**config.mk**
```make
export PLATFORM = sky130hd
export DESIGN_NAME = spanning_forest_by_relabel_core_flat
export DESIGN_NICKNAME = d
export VERILOG_FILES = /design/src/rtl/sfr_pkg.sv /design/src/rtl/sfr_if.sv /design/src/rtl/spanning_forest_by_relabel_core.sv /design/src/rtl/sfr_cell.sv /design/src/flat_wrapper.sv
export SDC_FILE = /design/constraint.sdc
export NUM_CORES = 2
export LEC_CHECK = 0
export BUFFER_PORTS_ARGS = -buffer_cell sky130_fd_sc_hd__buf_4
export CAP_MARGIN = 20
export CORE_UTILIZATION = 40
export DETAILED_ROUTE_END_ITERATION = 7
export PLACE_DENSITY_LB_ADDON = 0.25
export SYNTH_ARGS = -nofsm -noshare
export SYNTH_HDL_FRONTEND = slang
export SYNTH_SLANG_ARGS = --single-unit
```
**constraint.sdc**
```tcl
create_clock -name clk -period 3.3 [get_ports clk]
set_input_delay 0.33 -clock clk [delete_from_list [all_inputs] [get_ports clk]]
set_output_delay 0.33 -clock clk [all_outputs]
set_load 0.01 [all_outputs]
```
**src/rtl/sfr_pkg.sv**
```systemverilog
`timescale 1ns / 1ps
`default_nettype none

package sfr_pkg;

	// Fixed field widths of the item and result words.
	localparam int VERTEX_W = 6;
	localparam int COUNT_W  = 7;

	// Default size of the label chain and the vertex count after reset.
	localparam int         MAX_VERTICES_DEF = 64;
	localparam logic [6:0] VERTEX_COUNT_RST = 7'd64;

	// Item kinds.
	localparam logic KIND_CLEAR = 1'b0;
	localparam logic KIND_EDGE  = 1'b1;

	// Control part of the token that walks down the label chain. A lookup
	// token collects the labels of both endpoints. A relabel token rewrites
	// every label that equals its "from" label.
	typedef struct packed {
		logic                vld;
		logic                relabel;
		logic [VERTEX_W-1:0] a;
		logic [VERTEX_W-1:0] b;
	} token_ctl_t;

endpackage

`default_nettype wire

```
**src/rtl/sfr_if.sv**
```systemverilog
`timescale 1ns / 1ps
`default_nettype none

interface sfr_item_if;
	logic                          valid;
	logic                          ready;
	logic                          kind;
	logic [sfr_pkg::VERTEX_W-1:0]  first_vertex;
	logic [sfr_pkg::VERTEX_W-1:0]  second_vertex;

	modport source (output valid, output kind, output first_vertex, output second_vertex,
		input ready);
	modport sink (input valid, input kind, input first_vertex, input second_vertex,
		output ready);
endinterface

interface sfr_result_if;
	logic                         valid;
	logic                         ready;
	logic                         edge_added;
	logic                         bad_vertex;
	logic [sfr_pkg::COUNT_W-1:0]  components;
	logic                         connected;

	modport source (output valid, output edge_added, output bad_vertex, output components,
		output connected, input ready);
	modport sink (input valid, input edge_added, input bad_vertex, input components,
		input connected, output ready);
endinterface

interface sfr_cfg_if;
	logic                         valid;
	logic                         ready;
	logic [sfr_pkg::COUNT_W-1:0]  vertex_count;

	modport source (output valid, output vertex_count, input ready);
	modport sink (input valid, input vertex_count, output ready);
endinterface

`default_nettype wire

```
**src/rtl/spanning_forest_by_relabel_core.sv**
```systemverilog
// Spanning-forest builder for an unweighted graph, one component label per vertex.
// Channels: "item" takes words of kind, first_vertex, second_vertex; "result"
// gives one word per item (edge_added, bad_vertex, components, connected);
// "cfg" writes vertex_count, which also clears the forest. All use valid/ready.
// A clear word resets every label; it and a word with an endpoint at or beyond
// the vertex count in use go straight from idle to the done state and then to
// the output register. Any other edge sends a lookup token down the chain of
// MAX_VERTICES label cells; when the labels already match, the word goes to the
// done state once the token leaves the chain. If they differ, a relabel token
// follows over the same chain and the edge is joined when it leaves; the token
// moves one cell per cycle. Item.ready rises again as the result word enters
// the output register and the sequencer returns to idle.
// One word is worked on at a time; item.ready is high only when the block is
// idle. The finished word sits in an output register, so the next item word is
// taken while a result still waits. When the receiver stalls, a second result
// waits inside the block and no further item word is taken until it drains.
// Reset sets vertex_count to 64, every label to its own index and the count to
// 64, clamped to MAX_VERTICES; no clearing pass is needed, the cells reset at once.
`timescale 1ns / 1ps
`default_nettype none

module spanning_forest_by_relabel_core #(
	parameter int MAX_VERTICES = sfr_pkg::MAX_VERTICES_DEF
) (
	input  logic         clk,
	input  logic         arst_n,
	sfr_item_if.sink     item,
	sfr_result_if.source result,
	sfr_cfg_if.sink      cfg
);
	import sfr_pkg::*;

	localparam int LabelW = $clog2(MAX_VERTICES);

	typedef enum logic [1:0] {
		S_IDLE,
		S_LOOK,
		S_RELAB,
		S_DONE
	} state_t;

	state_t               state_q;
	logic [COUNT_W-1:0]   vc_q;
	logic [COUNT_W-1:0]   total_q;
	logic                 res_added_q;
	logic                 res_bad_q;
	token_ctl_t           inj_ctl_q;
	logic [LabelW-1:0]    inj_from_q;
	logic [LabelW-1:0]    inj_to_q;
	logic                 out_vld_q;
	logic                 out_added_q;
	logic                 out_bad_q;
	logic [COUNT_W-1:0]   out_comp_q;
	logic                 out_conn_q;

	token_ctl_t           ctl_w  [MAX_VERTICES+1];
	logic [LabelW-1:0]    from_w [MAX_VERTICES+1];
	logic [LabelW-1:0]    to_w   [MAX_VERTICES+1];

	logic                 item_acc;
	logic                 cfg_acc;
	logic                 clr;
	logic [COUNT_W-1:0]   n_eff;
	logic                 bad;
	logic                 out_free;
	logic                 chain_exit;

	// Vertex count in use: zero acts as one, anything above the chain length
	// acts as the chain length.
	function automatic logic [COUNT_W-1:0] clamp_count(input logic [COUNT_W-1:0] v);
		logic [COUNT_W-1:0] r;
		r = v;
		if (v == '0) begin
			r = COUNT_W'(1);
		end else if (32'(v) > MAX_VERTICES) begin
			r = COUNT_W'(MAX_VERTICES);
		end
		return r;
	endfunction

	assign n_eff      = clamp_count(vc_q);
	assign item.ready = (state_q == S_IDLE);
	assign cfg.ready  = 1'b1;
	assign item_acc   = item.valid && item.ready;
	assign cfg_acc    = cfg.valid && cfg.ready;
	assign clr        = cfg_acc || (item_acc && (item.kind == KIND_CLEAR));
	assign bad        = ({1'b0, item.first_vertex} >= n_eff) ||
	                    ({1'b0, item.second_vertex} >= n_eff);
	assign out_free   = !out_vld_q || result.ready;
	assign chain_exit = ctl_w[MAX_VERTICES].vld;

	// The label chain. Cell i holds the label of vertex i.
	assign ctl_w[0]  = inj_ctl_q;
	assign from_w[0] = inj_from_q;
	assign to_w[0]   = inj_to_q;

	for (genvar i = 0; i < MAX_VERTICES; i++) begin : g_cell
		sfr_cell #(
			.Idx    (i),
			.LabelW (LabelW)
		) u_cell (
			.clk      (clk),
			.arst_n   (arst_n),
			.clr      (clr),
			.ctl_in   (ctl_w[i]),
			.from_in  (from_w[i]),
			.to_in    (to_w[i]),
			.ctl_out  (ctl_w[i+1]),
			.from_out (from_w[i+1]),
			.to_out   (to_w[i+1])
		);
	end

	// Sequencer: accepts a word, runs the lookup and relabel passes, and
	// hands the result to the output register.
	always_ff @(posedge clk or negedge arst_n) begin
		if (!arst_n) begin
			state_q     <= S_IDLE;
			vc_q        <= VERTEX_COUNT_RST;
			total_q     <= clamp_count(VERTEX_COUNT_RST);
			res_added_q <= 1'b0;
			res_bad_q   <= 1'b0;
			inj_ctl_q   <= '0;
			inj_from_q  <= '0;
			inj_to_q    <= '0;
			out_vld_q   <= 1'b0;
			out_added_q <= 1'b0;
			out_bad_q   <= 1'b0;
			out_comp_q  <= '0;
			out_conn_q  <= 1'b0;
		end else begin
			// The output register fills as a word finishes and empties when
			// the receiver takes it.
			if (state_q == S_DONE && out_free) begin
				out_vld_q   <= 1'b1;
				out_added_q <= res_added_q;
				out_bad_q   <= res_bad_q;
				out_comp_q  <= total_q;
				out_conn_q  <= (total_q == COUNT_W'(1));
			end else if (result.ready) begin
				out_vld_q <= 1'b0;
			end

			if (cfg_acc) begin
				vc_q <= cfg.vertex_count;
			end

			// A register write or a clear word restarts the count; a joined
			// edge lowers it by one, never below one.
			if (cfg_acc) begin
				total_q <= clamp_count(cfg.vertex_count);
			end else if (item_acc && (item.kind == KIND_CLEAR)) begin
				total_q <= n_eff;
			end else if (state_q == S_RELAB && chain_exit && (total_q > COUNT_W'(1))) begin
				total_q <= total_q - COUNT_W'(1);
			end

			if (item_acc) begin
				res_added_q <= 1'b0;
				res_bad_q   <= (item.kind == KIND_EDGE) && bad;
			end else if (state_q == S_RELAB && chain_exit) begin
				res_added_q <= 1'b1;
			end

			// Token injection. The lookup token comes with an accepted edge;
			// the relabel token follows when the two labels differ. The token
			// now carries label[b] as "from" and label[a] as "to".
			if (item_acc && (item.kind == KIND_EDGE) && !bad) begin
				inj_ctl_q <= '{vld: 1'b1, relabel: 1'b0,
					a: item.first_vertex, b: item.second_vertex};
			end else if (state_q == S_LOOK && chain_exit &&
					(from_w[MAX_VERTICES] != to_w[MAX_VERTICES])) begin
				inj_ctl_q <= '{vld: 1'b1, relabel: 1'b1,
					a: ctl_w[MAX_VERTICES].a, b: ctl_w[MAX_VERTICES].b};
			end else begin
				inj_ctl_q.vld <= 1'b0;
			end

			if (state_q == S_LOOK && chain_exit) begin
				inj_from_q <= from_w[MAX_VERTICES];
				inj_to_q   <= to_w[MAX_VERTICES];
			end

			unique case (state_q)
				S_IDLE: begin
					if (item_acc) begin
						if (item.kind == KIND_CLEAR || bad) begin
							state_q <= S_DONE;
						end else begin
							state_q <= S_LOOK;
						end
					end
				end
				S_LOOK: begin
					if (chain_exit) begin
						if (from_w[MAX_VERTICES] != to_w[MAX_VERTICES]) begin
							state_q <= S_RELAB;
						end else begin
							state_q <= S_DONE;
						end
					end
				end
				S_RELAB: begin
					if (chain_exit) begin
						state_q <= S_DONE;
					end
				end
				S_DONE: begin
					if (out_free) begin
						state_q <= S_IDLE;
					end
				end
				default: begin
					state_q <= S_IDLE;
				end
			endcase
		end
	end

	assign result.valid      = out_vld_q;
	assign result.edge_added = out_added_q;
	assign result.bad_vertex = out_bad_q;
	assign result.components = out_comp_q;
	assign result.connected  = out_conn_q;

	// A joined edge is never also a bad-endpoint edge.
	a_added_not_bad: assert property (@(posedge clk) disable iff (!arst_n)
		result.valid |-> !(result.edge_added && result.bad_vertex))
		else $error("edge reported both added and bad");

	// The connected flag matches the reported count.
	a_conn_match: assert property (@(posedge clk) disable iff (!arst_n)
		result.valid |-> (result.connected == (result.components == COUNT_W'(1))))
		else $error("connected flag disagrees with component count");

	// No token leaves the chain while the block is idle.
	a_idle_quiet: assert property (@(posedge clk) disable iff (!arst_n)
		(state_q == S_IDLE) |-> !chain_exit)
		else $error("token left the label chain while idle");

	// The component count only grows through a clear.
	a_count_monotone: assert property (@(posedge clk) disable iff (!arst_n)
		!clr |=> (total_q <= $past(total_q)))
		else $error("component count grew without a clear");

endmodule

`default_nettype wire

```
**src/rtl/sfr_cell.sv**
```systemverilog
`timescale 1ns / 1ps
`default_nettype none

// One vertex of the label chain: holds the vertex's component label and
// passes the token on to the next cell through a register.
module sfr_cell #(
	parameter int Idx    = 0,
	parameter int LabelW = 6
) (
	input  logic                clk,
	input  logic                arst_n,
	input  logic                clr,
	input  sfr_pkg::token_ctl_t ctl_in,
	input  logic [LabelW-1:0]   from_in,
	input  logic [LabelW-1:0]   to_in,
	output sfr_pkg::token_ctl_t ctl_out,
	output logic [LabelW-1:0]   from_out,
	output logic [LabelW-1:0]   to_out
);
	import sfr_pkg::*;

	localparam logic [LabelW-1:0] OwnLabel = LabelW'(Idx);

	logic [LabelW-1:0] label_q;
	token_ctl_t        ctl_q;
	logic [LabelW-1:0] from_q;
	logic [LabelW-1:0] to_q;
	logic              hit_a;
	logic              hit_b;
	logic              rewrite;

	// A lookup token picks up this label for whichever endpoint names us.
	assign hit_a   = ctl_in.vld && !ctl_in.relabel && (32'(ctl_in.a) == Idx);
	assign hit_b   = ctl_in.vld && !ctl_in.relabel && (32'(ctl_in.b) == Idx);
	assign rewrite = ctl_in.vld && ctl_in.relabel && (label_q == from_in);

	always_ff @(posedge clk or negedge arst_n) begin
		if (!arst_n) begin
			label_q <= OwnLabel;
			ctl_q   <= '0;
		end else begin
			if (clr) begin
				label_q <= OwnLabel;
			end else if (rewrite) begin
				label_q <= to_in;
			end
			ctl_q <= ctl_in;
		end
	end

	always_ff @(posedge clk) begin
		from_q <= hit_b ? label_q : from_in;
		to_q   <= hit_a ? label_q : to_in;
	end

	assign ctl_out  = ctl_q;
	assign from_out = from_q;
	assign to_out   = to_q;

endmodule

`default_nettype wire
```
**src/flat_wrapper.sv**
```systemverilog
// flat-port wrapper written by rule: the top's interface ports become plain ports
module spanning_forest_by_relabel_core_flat import sfr_pkg::*;
#(
	parameter int MAX_VERTICES = sfr_pkg::MAX_VERTICES_DEF
)
  (clk, arst_n, item_valid, item_kind, item_first_vertex, item_second_vertex, item_ready, result_valid, result_edge_added, result_bad_vertex, result_components, result_connected, result_ready, cfg_valid, cfg_vertex_count, cfg_ready);
  sfr_item_if item_i ();
  sfr_result_if result_i ();
  sfr_cfg_if cfg_i ();
  input  logic clk;
  input  logic arst_n;
  input wire logic [$bits(item_i.valid)-1:0] item_valid;
  input wire logic [$bits(item_i.kind)-1:0] item_kind;
  input wire logic [$bits(item_i.first_vertex)-1:0] item_first_vertex;
  input wire logic [$bits(item_i.second_vertex)-1:0] item_second_vertex;
  output wire logic [$bits(item_i.ready)-1:0] item_ready;
  output wire logic [$bits(result_i.valid)-1:0] result_valid;
  output wire logic [$bits(result_i.edge_added)-1:0] result_edge_added;
  output wire logic [$bits(result_i.bad_vertex)-1:0] result_bad_vertex;
  output wire logic [$bits(result_i.components)-1:0] result_components;
  output wire logic [$bits(result_i.connected)-1:0] result_connected;
  input wire logic [$bits(result_i.ready)-1:0] result_ready;
  input wire logic [$bits(cfg_i.valid)-1:0] cfg_valid;
  input wire logic [$bits(cfg_i.vertex_count)-1:0] cfg_vertex_count;
  output wire logic [$bits(cfg_i.ready)-1:0] cfg_ready;
  assign item_i.valid = item_valid;
  assign item_i.kind = item_kind;
  assign item_i.first_vertex = item_first_vertex;
  assign item_i.second_vertex = item_second_vertex;
  assign item_ready = item_i.ready;
  assign result_valid = result_i.valid;
  assign result_edge_added = result_i.edge_added;
  assign result_bad_vertex = result_i.bad_vertex;
  assign result_components = result_i.components;
  assign result_connected = result_i.connected;
  assign result_i.ready = result_ready;
  assign cfg_i.valid = cfg_valid;
  assign cfg_i.vertex_count = cfg_vertex_count;
  assign cfg_ready = cfg_i.ready;
  spanning_forest_by_relabel_core #(.MAX_VERTICES(MAX_VERTICES)) u_core (.clk(clk), .arst_n(arst_n), .item(item_i), .result(result_i), .cfg(cfg_i));
endmodule
```
# Word level (Yosys, flattened, before mapping)

Cells that the tools add are included.

Add/sub/neg operators: 1
Order comparisons: 5
Equality and inequality tests: 199
Muxes and demuxes: 277
Bitwise logic cells: 1
Reductions and logical operators: 474

Operator list:

| operator                                                      | count |
|---|---|
| two-way mux 6 bit                                             | 256 |
| equality test 6 bit                                           | 64 |
| equality test 6 bit, second input constant                    | 64 |
| logical AND 1 bit                                             | 330 |
| equality test 6 x 5 -> 1 bit, second input constant           | 32 |
| nonzero test 2 bit                                            | 67 |
| equality test 6 x 4 -> 1 bit, second input constant           | 16 |
| zero test 1 bit                                               | 66 |
| two-way mux 7 bit                                             | 7 |
| equality test 6 x 3 -> 1 bit, second input constant           | 8 |
| equality test 6 x 2 -> 1 bit, second input constant           | 4 |
| greater-or-equal comparator 6 x 7 -> 1 bit                    | 2 |
| greater-than comparator 7 bit, second input constant          | 2 |
| zero test 7 bit                                               | 2 |
| two-way mux 14 bit                                            | 1 |
| two-way mux 13 bit                                            | 1 |
| equality test 6 x 1 -> 1 bit, second input constant           | 2 |
| zero test 6 bit                                               | 2 |
| two-way mux 2 bit                                             | 5 |
| case mux 2 bit (4 select lines)                               | 1 |
| equality test 7 x 1 -> 1 bit, second input constant           | 1 |
| greater-than comparator 7 x 1 -> 1 bit, second input constant | 1 |
| subtractor 7 x 1 -> 7 bit, second input constant              | 1 |
| two-way mux 1 bit                                             | 6 |
| other kinds (10)                                              | 16 |

Register bits: 2102
Input bits: 25
Logic and storage cells: 1420

# Longest topological paths before layout

Depth in word-level cells: 9
Depth in mapped cells: 10
Depth with buffers taken out: 9

# Cells and area by module

A second synthesis with hierarchy kept.

Cell total of the unflattened synthesis: 5238
Area total of the unflattened synthesis: 75514.9 µm²

Modules (own cells, without submodules):

| module                                   | instances | cells an instance | area each (µm²) | sequential area each (µm²) |
|---|---|---|---|---|
| sfr_cell at u_core.g_cell[11].u_cell ... | 8         | 77                | 1132.3          | 744.5 |
| sfr_cell at u_core.g_cell[10].u_cell ... | 5         | 78                | 1136.1          | 743.2 |
| sfr_cell at u_core.g_cell[20].u_cell ... | 5         | 78                | 1134.8          | 743.2 |
| sfr_cell at u_core.g_cell[15].u_cell ... | 5         | 77                | 1127.3          | 745.7 |
| sfr_cell at u_core.g_cell[46].u_cell ... | 4         | 77                | 1128.6          | 745.7 |
| sfr_cell at u_core.g_cell[18].u_cell ... | 3         | 77                | 1133.6          | 743.2 |
| sfr_cell at u_core.g_cell[38].u_cell ... | 3         | 77                | 1133.6          | 744.5 |
| sfr_cell at u_core.g_cell[21].u_cell ... | 3         | 77                | 1131.1          | 744.5 |
| sfr_cell at u_core.g_cell[14].u_cell ... | 3         | 78                | 1129.8          | 744.5 |
| sfr_cell at u_core.g_cell[23].u_cell ... | 3         | 77                | 1123.6          | 745.7 |
| spanning_forest_by_relabel_core          | 1         | 267               | 3051.7          | 1378.8 |
| sfr_cell at u_core.g_cell[61].u_cell ... | 2         | 79                | 1148.6          | 747.0 |
| sfr_cell at u_core.g_cell[4].u_cell ...  | 2         | 79                | 1138.6          | 742.0 |
| sfr_cell at u_core.g_cell[2].u_cell ...  | 2         | 78                | 1136.1          | 742.0 |
| 12 more rows                             | -         | -                 | -               | - |

# Worst setup path before layout

Ideal clock, no wire load.

Path type: reg2reg
From: reg u_core.vc_q[6]
To: reg u_core.inj_ctl_q (netlist bit u_core.ctl_w[897])
Setup time: 0.125 ns
Arrival time: 2.289 ns
Path slack: 0.885 ns
Stages on the path, launching flop included: 10
Path buffers: 2
Clock period less this slack: 2.415 ns
Cell sequence: dfstp_2 clkbuf_1 nor2_1 ha_1 nand2b_1 a211oi_1 or3_1 nand4_1 buf_4 mux2_4

Cells in the longest elaborated chain, start to end: 8

RTL lines:

| what                                                                 | RTL line                                                                     | RTL |
|---|---|---|
| from (decl)                                                          | spanning_forest_by_relabel_core.sv:43                                        | `logic [COUNT_W-1:0] vc_q;` |
| from (signal assigned)                                               | spanning_forest_by_relabel_core.sv:145                                       | `vc_q <= cfg.vertex_count;` |
| greater-than comparator 7 bit                                        | spanning_forest_by_relabel_core.sv:75                                        | `end else if (32'(v) > MAX_VERTICES) begin` |
| two-way mux 7 bit                                                    | spanning_forest_by_relabel_core.sv:75                                        |  |
| two-way mux 7 bit (*)                                                | spanning_forest_by_relabel_core.sv:73                                        | `if (v == '0) begin` |
| greater-or-equal comparator 6 x 7 -> 1 bit, on equally long branches | spanning_forest_by_relabel_core.sv:87, spanning_forest_by_relabel_core.sv:88 |  |
| logical OR 1 bit (*)                                                 | spanning_forest_by_relabel_core.sv:87                                        | `assign bad = ({1'b0, item.first_vertex} >= n_eff) \|\|` |
| zero test 1 bit (*)                                                  | spanning_forest_by_relabel_core.sv:168                                       | `if (item_acc && (item.kind == KIND_EDGE) && !bad) begin` |
| logical AND 1 bit (*)                                                | spanning_forest_by_relabel_core.sv:168                                       |  |
| two-way mux 14 bit / nonzero test 2 bit (equally long branches)      | -                                                                            |  |
| to (signal assigned)                                                 | spanning_forest_by_relabel_core.sv:169                                       | `inj_ctl_q <= '{vld: 1'b1, relabel: 1'b0,` |
| to (signal assigned)                                                 | spanning_forest_by_relabel_core.sv:173                                       | `inj_ctl_q <= '{vld: 1'b1, relabel: 1'b1,` |
| to (decl)                                                            | spanning_forest_by_relabel_core.sv:47                                        | `token_ctl_t inj_ctl_q;` |

Every way passes the cells marked *; elsewhere a longest branch is shown, timed or not.
A chain may end at the register's enable or synchronous reset.

# Worst setup path in the final report

From: reg u_core.vc_q[1]
To: reg u_core.inj_ctl_q (netlist bit u_core.ctl_w[906])

Same word-level chain as after synthesis.

==> results.py <==
metrics = {
    "worst_setup_path": {
        "start_kind": "flip-flop",
        "worst_r2r_startpoint": "u_core.vc_q[1]",
        "setup.worst_path.start": "u_core.vc_q[1]",
        "r2r_slack_ns": 0.80,
        "cp_num_buf_inv": 1,
        "crit_cells": 10,
        "cp_slowest_stage_delay_ns": 0.40,
        "worst_r2r_endpoint": "u_core.ctl_w[906]",
        "timing.critical_path.to_type": "flip-flop",
        "critical_path_arrival_ns": 3.19,
        "cp_cell_sequence": "nor3_1 > a21oi_1 > nor2_1 > ha_1 > nand2b_1 > a211oi_1 > or3_1 > nand4_1 > buf_4 > mux2_4",
        "criticalPathCategory": "reg -> reg",
        "rr_worst_depth": 10,
        "cp_max_fo": 14,
        "critical-path-slowest-cell": "sky130_fd_sc_hd__dfrtp_1",
        "cp.required_ns": 3.98,
        "cpLargestDelayFamily": "simple AND/OR/NAND/NOR gates",
    },
    "timing": {
        "setup_repair_after_global_routing_missed_its_margin": "no",
        "worst_case_headroom_to_the_max_slew_limit_pct": 31.2,
        "final_period_minus_worst_setup_slack_ns": 2.50,
        "sum_of_negative_setup_slack_ns": 0,
        "maxSlewViolCount": 0,
        "setup_violations": 0,
        "worst_slack_ns": 0.797,
        "tightestPinTransition_ns": 1.02,
        "clock_skew_ns": 0.0247,
        "hold_violations": 0,
        "clock.fmax_mhz": 400,
        "final.hold.worst_slack_ns": 0.130,
        "finalCritPeriodShare_pct": 75.8,
    },
    "logic_synthesis": {
        "synth_enable_flop_cells": 0,
        "mappedNetlistNets": 4855,
        "synth_cells": 4812,
        "asyncSetResetFlopFracSynth_pct": 63.5,
        "mean_syn_cell_area_sq_um": 14.9,
        "synth_cell_types": 54,
        "syn-cell-area_sq_mm": 0.0718,
        "synth-seq-cells": 2102,
        "ys_dominant_reg_cell": "sky130_fd_sc_hd__dfrtp_1",
        "synth_seq_area_share_pct": 68.2,
        "ys.warnings.count": 0,
    },
    "floorplanning": {
        "die_area_sq_mm": 0.181,
        "die_width_microns": 426,
        "rows": 155,
        "design.portCount": 38,
        "fp.dieH_microns": 426,
        "start_util_pct": 40.2,
        "core_area_sq_mm": 0.178,
    },
    "route": {
        "finalWirelength_mm": 139,
        "drc_errors": 4,
        "route.detailed.wl_per_inst_microns": 18.3,
        "initialDrtViolationCount": 1544,
        "antenna_violating_nets_post_route": 0,
        "detail_route.vias_per_cell": 4.79,
        "first_pass_iters": 7,
        "via_count": 36480,
    },
    "global_routing": {
        "grt-ovfl-total": 0,
        "global_route_wire_length_before_repair_mm": 224,
        "grt_pass1_vias": 40137,
        "grt_start_max_net_pins": 121,
        "grtUsageTotal_pct": 15.6,
        "initial_antenna_violation_count": 8,
    },
    "layout": {
        "most_common_library_cell_in_the_layout_ignoring_fill_and_taps": "sky130_fd_sc_hd__dfrtp_1",
        "finalInstanceArea_sq_mm": 0.0825,
        "share_of_layout_cells_above_drive_strength_1_pct": 26.7,
        "synthToLayoutAreaGrowth_pct": 14.9,
        "finish.net_count": 5117,
        "instances_no_fill": 7609,
        "layout_common_cells": "sky130_fd_sc_hd__dfrtp_1, sky130_fd_sc_hd__mux2_2, sky130_fd_sc_hd__dfxtp_1",
        "fill_cells": 15771,
    },
    "flow_run": {
        "max_cap_viol_count": 0,
    },
    "placement": {
        "placement.io_buffers": 36,
        "place_ws_ns": 0.776,
        "gpl.final_weighted_congestion": 0.784,
        "dp.final_hpwl_mm": 91.7,
        "post_dp_cell_area_sq_mm": 0.0754,
        "placedCellCount": 7197,
    },
    "worst_hold_path": {
        "timing.hold.worst.start": "cfg_valid",
        "hold_end": "u_core.total_q[6]",
        "hold_class": "in -> reg",
        "worst_hold_path_cell_count": 5,
    },
    "clock_network": {
        "clockRootBuffer": "sky130_fd_sc_hd__clkbuf_16",
        "cts.reportedPaths.clkPinSlew_ns": 0.06,
        "clkSinkCount": 2102,
        "tritoncts": "built",
        "post_cts_buffers": 0,
        "htree_levels": 4,
        "cts_max_path_buffers": 3,
        "tritoncts_buffers": 200,
        "worstSkewPairLatency_ns": 0.82,
    },
    "power_and_ir_drop": {
        "max-vdd-ir-drop_mv": 0.452,
        "power_per_cell_area_mw_per_mm2": 604,
        "power.leakage_nw": 39.3,
    },
    "run_status": {
        "run_status": "finished with violations",
        "failing_checks": "design-rule violations",
    },
}
## state kept, by name (all words and copies together), names as in the netlist
register and flops:
u_core.result.valid 1, u_core.vc_q 7, u_core.g_cell.u_cell.label_q 384, u_core.res_bad_q 1
u_core.result.edge_added 1, u_core.result.bad_vertex 1, u_core.g_cell.u_cell.from_out 384, u_core.g_cell.u_cell.ctl_out 895
u_core.g_cell.u_cell.to_out 384, u_core.total_q 7, u_core.inj_from_q 6, u_core.result.connected 1
u_core.ctl_w 14, u_core.inj_to_q 6, u_core.res_added_q 1, u_core.result.components 7
u_core.state_q 2
## worst max-delay path by stage
stage,slack [ns],to
after floorplan,0.89,u_core.ctl_w[897]
after global placement,0.71,u_core.ctl_w[905]
after detailed placement,0.78,u_core.ctl_w[900]
after CTS,0.74,u_core.ctl_w[899]
after global routing,0.58,u_core.ctl_w[906]
final,0.80,u_core.ctl_w[906]
## cell usage after synthesis, types with 2 or more instances
| cell type | number | area [sq um] |
|---|---|---|
| sky130_fd_sc_hd__nand2b_1 | 17 | 106 |
| sky130_fd_sc_hd__dfxtp_1 | 768 | 15400 |
| sky130_fd_sc_hd__a31o_2 | 2 | 17.5 |
| sky130_fd_sc_hd__nand4_1 | 91 | 569 |
| sky130_fd_sc_hd__dfrtp_1 | 1140 | 28500 |
| sky130_fd_sc_hd__a22oi_1 | 3 | 22.5 |
| sky130_fd_sc_hd__mux2_2 | 802 | 9030 |
| sky130_fd_sc_hd__nor4_1 | 72 | 450 |
| sky130_fd_sc_hd__o21ai_0 | 13 | 65.1 |
| sky130_fd_sc_hd__nor4_2 | 5 | 62.6 |
| sky130_fd_sc_hd__nor2_1 | 226 | 848 |
| sky130_fd_sc_hd__or4_1 | 5 | 37.5 |
| sky130_fd_sc_hd__inv_1 | 13 | 48.8 |
| sky130_fd_sc_hd__nor4bb_1 | 50 | 500 |
| sky130_fd_sc_hd__and4b_1 | 20 | 200 |
| sky130_fd_sc_hd__ha_1 | 18 | 225 |
| sky130_fd_sc_hd__xnor2_1 | 192 | 1680 |
| sky130_fd_sc_hd__nor3b_1 | 2 | 15.0 |
| sky130_fd_sc_hd__mux2i_1 | 388 | 3880 |
| sky130_fd_sc_hd__buf_2 | 18 | 90.1 |
| sky130_fd_sc_hd__nor3_1 | 13 | 65.1 |
| sky130_fd_sc_hd__dfstp_2 | 194 | 5100 |
| sky130_fd_sc_hd__nand4b_1 | 88 | 771 |
| sky130_fd_sc_hd__xor2_1 | 198 | 1730 |
| sky130_fd_sc_hd__a22o_1 | 5 | 43.8 |
| sky130_fd_sc_hd__nor4b_1 | 34 | 298 |
| sky130_fd_sc_hd__nand2_1 | 279 | 1050 |
| sky130_fd_sc_hd__clkbuf_1 | 32 | 120 |
| sky130_fd_sc_hd__nor2b_1 | 56 | 350 |
| sky130_fd_sc_hd__a21oi_1 | 9 | 45.0 |
| sky130_fd_sc_hd__buf_1 | 2 | 7.51 |
| sky130_fd_sc_hd__a211oi_1 | 2 | 15.0 |
| sky130_fd_sc_hd__o21a_1 | 2 | 15.0 |
| sky130_fd_sc_hd__mux2_4 | 12 | 180 |
| sky130_fd_sc_hd__nand3_1 | 21 | 105 |
| sky130_fd_sc_hd__buf_4 | 2 | 15.0 |
## area by class of cell
class,count,area (sq um),area share [%]
clock buffer,298,5730,6.94
sequential,2102,49000,59.4
timing repair buffer,115,1160,1.40
inverter,13,48.8,0.0591
tap,2355,2950,3.57
multi-input combinational,2642,22500,27.3
antenna,2,5.00,0.00606
clock inverter,82,1130,1.36
## worst min-delay path, cell delays in order
cell	delay (ns)
sky130_fd_sc_hd__buf_4	0.19
sky130_fd_sc_hd__a21oi_1	0.11
sky130_fd_sc_hd__o21ai_0	0.08
sky130_fd_sc_hd__a21oi_1	0.07
sky130_fd_sc_hd__a21oi_1	0.12
## per-layer routing
metal,global-route usage (%),share of wire (%),up-vias
met1,20.3,45,18498
met3,2.58,2.7,232
met4,4.59,2.3,2
met2,26.7,49,356
li1,-,-,17392
met5,0,0.014,-
## power by group
group	internal, mW	switching, mW	total (mW)
Combinational	0.177	0.543	0.721
Sequential	25.7	0.0328	25.7
Clock	13.8	9.67	23.4
Total	39.6	10.2	49.9
## through the flow
stage	total power [mW]	util [%]
finish	49.9	46.3
global route	51.6	46.3
CTS	50.6	46.3
detailed placement	26.9	42.3
global placement	26.9	42.3
floorplan	26.4	-
## cells by family (layout without fill, tap and decap cells)
logic type / count (synthesis) / in the layout / synth area share (%)
flops: 2102 / 2102 / 68.2
mux: 1202 / 1202 / 18.2
simple gates: 984 / 984 / 7.61
xor+xnor: 390 / 390 / 4.76
buf+inv: 68 / 508 / 0.408
compound gates: 47 / 47 / 0.443
fa+ha+maj: 18 / 18 / 0.314
other cells: 1 / 3 / 0.00522
## what timing repair did
action,in CTS,in global routing
resized for setup,0,0
hold buffers,30,0
hold endpoints to repair,110,0
Power figures use the tool's default switching activity.
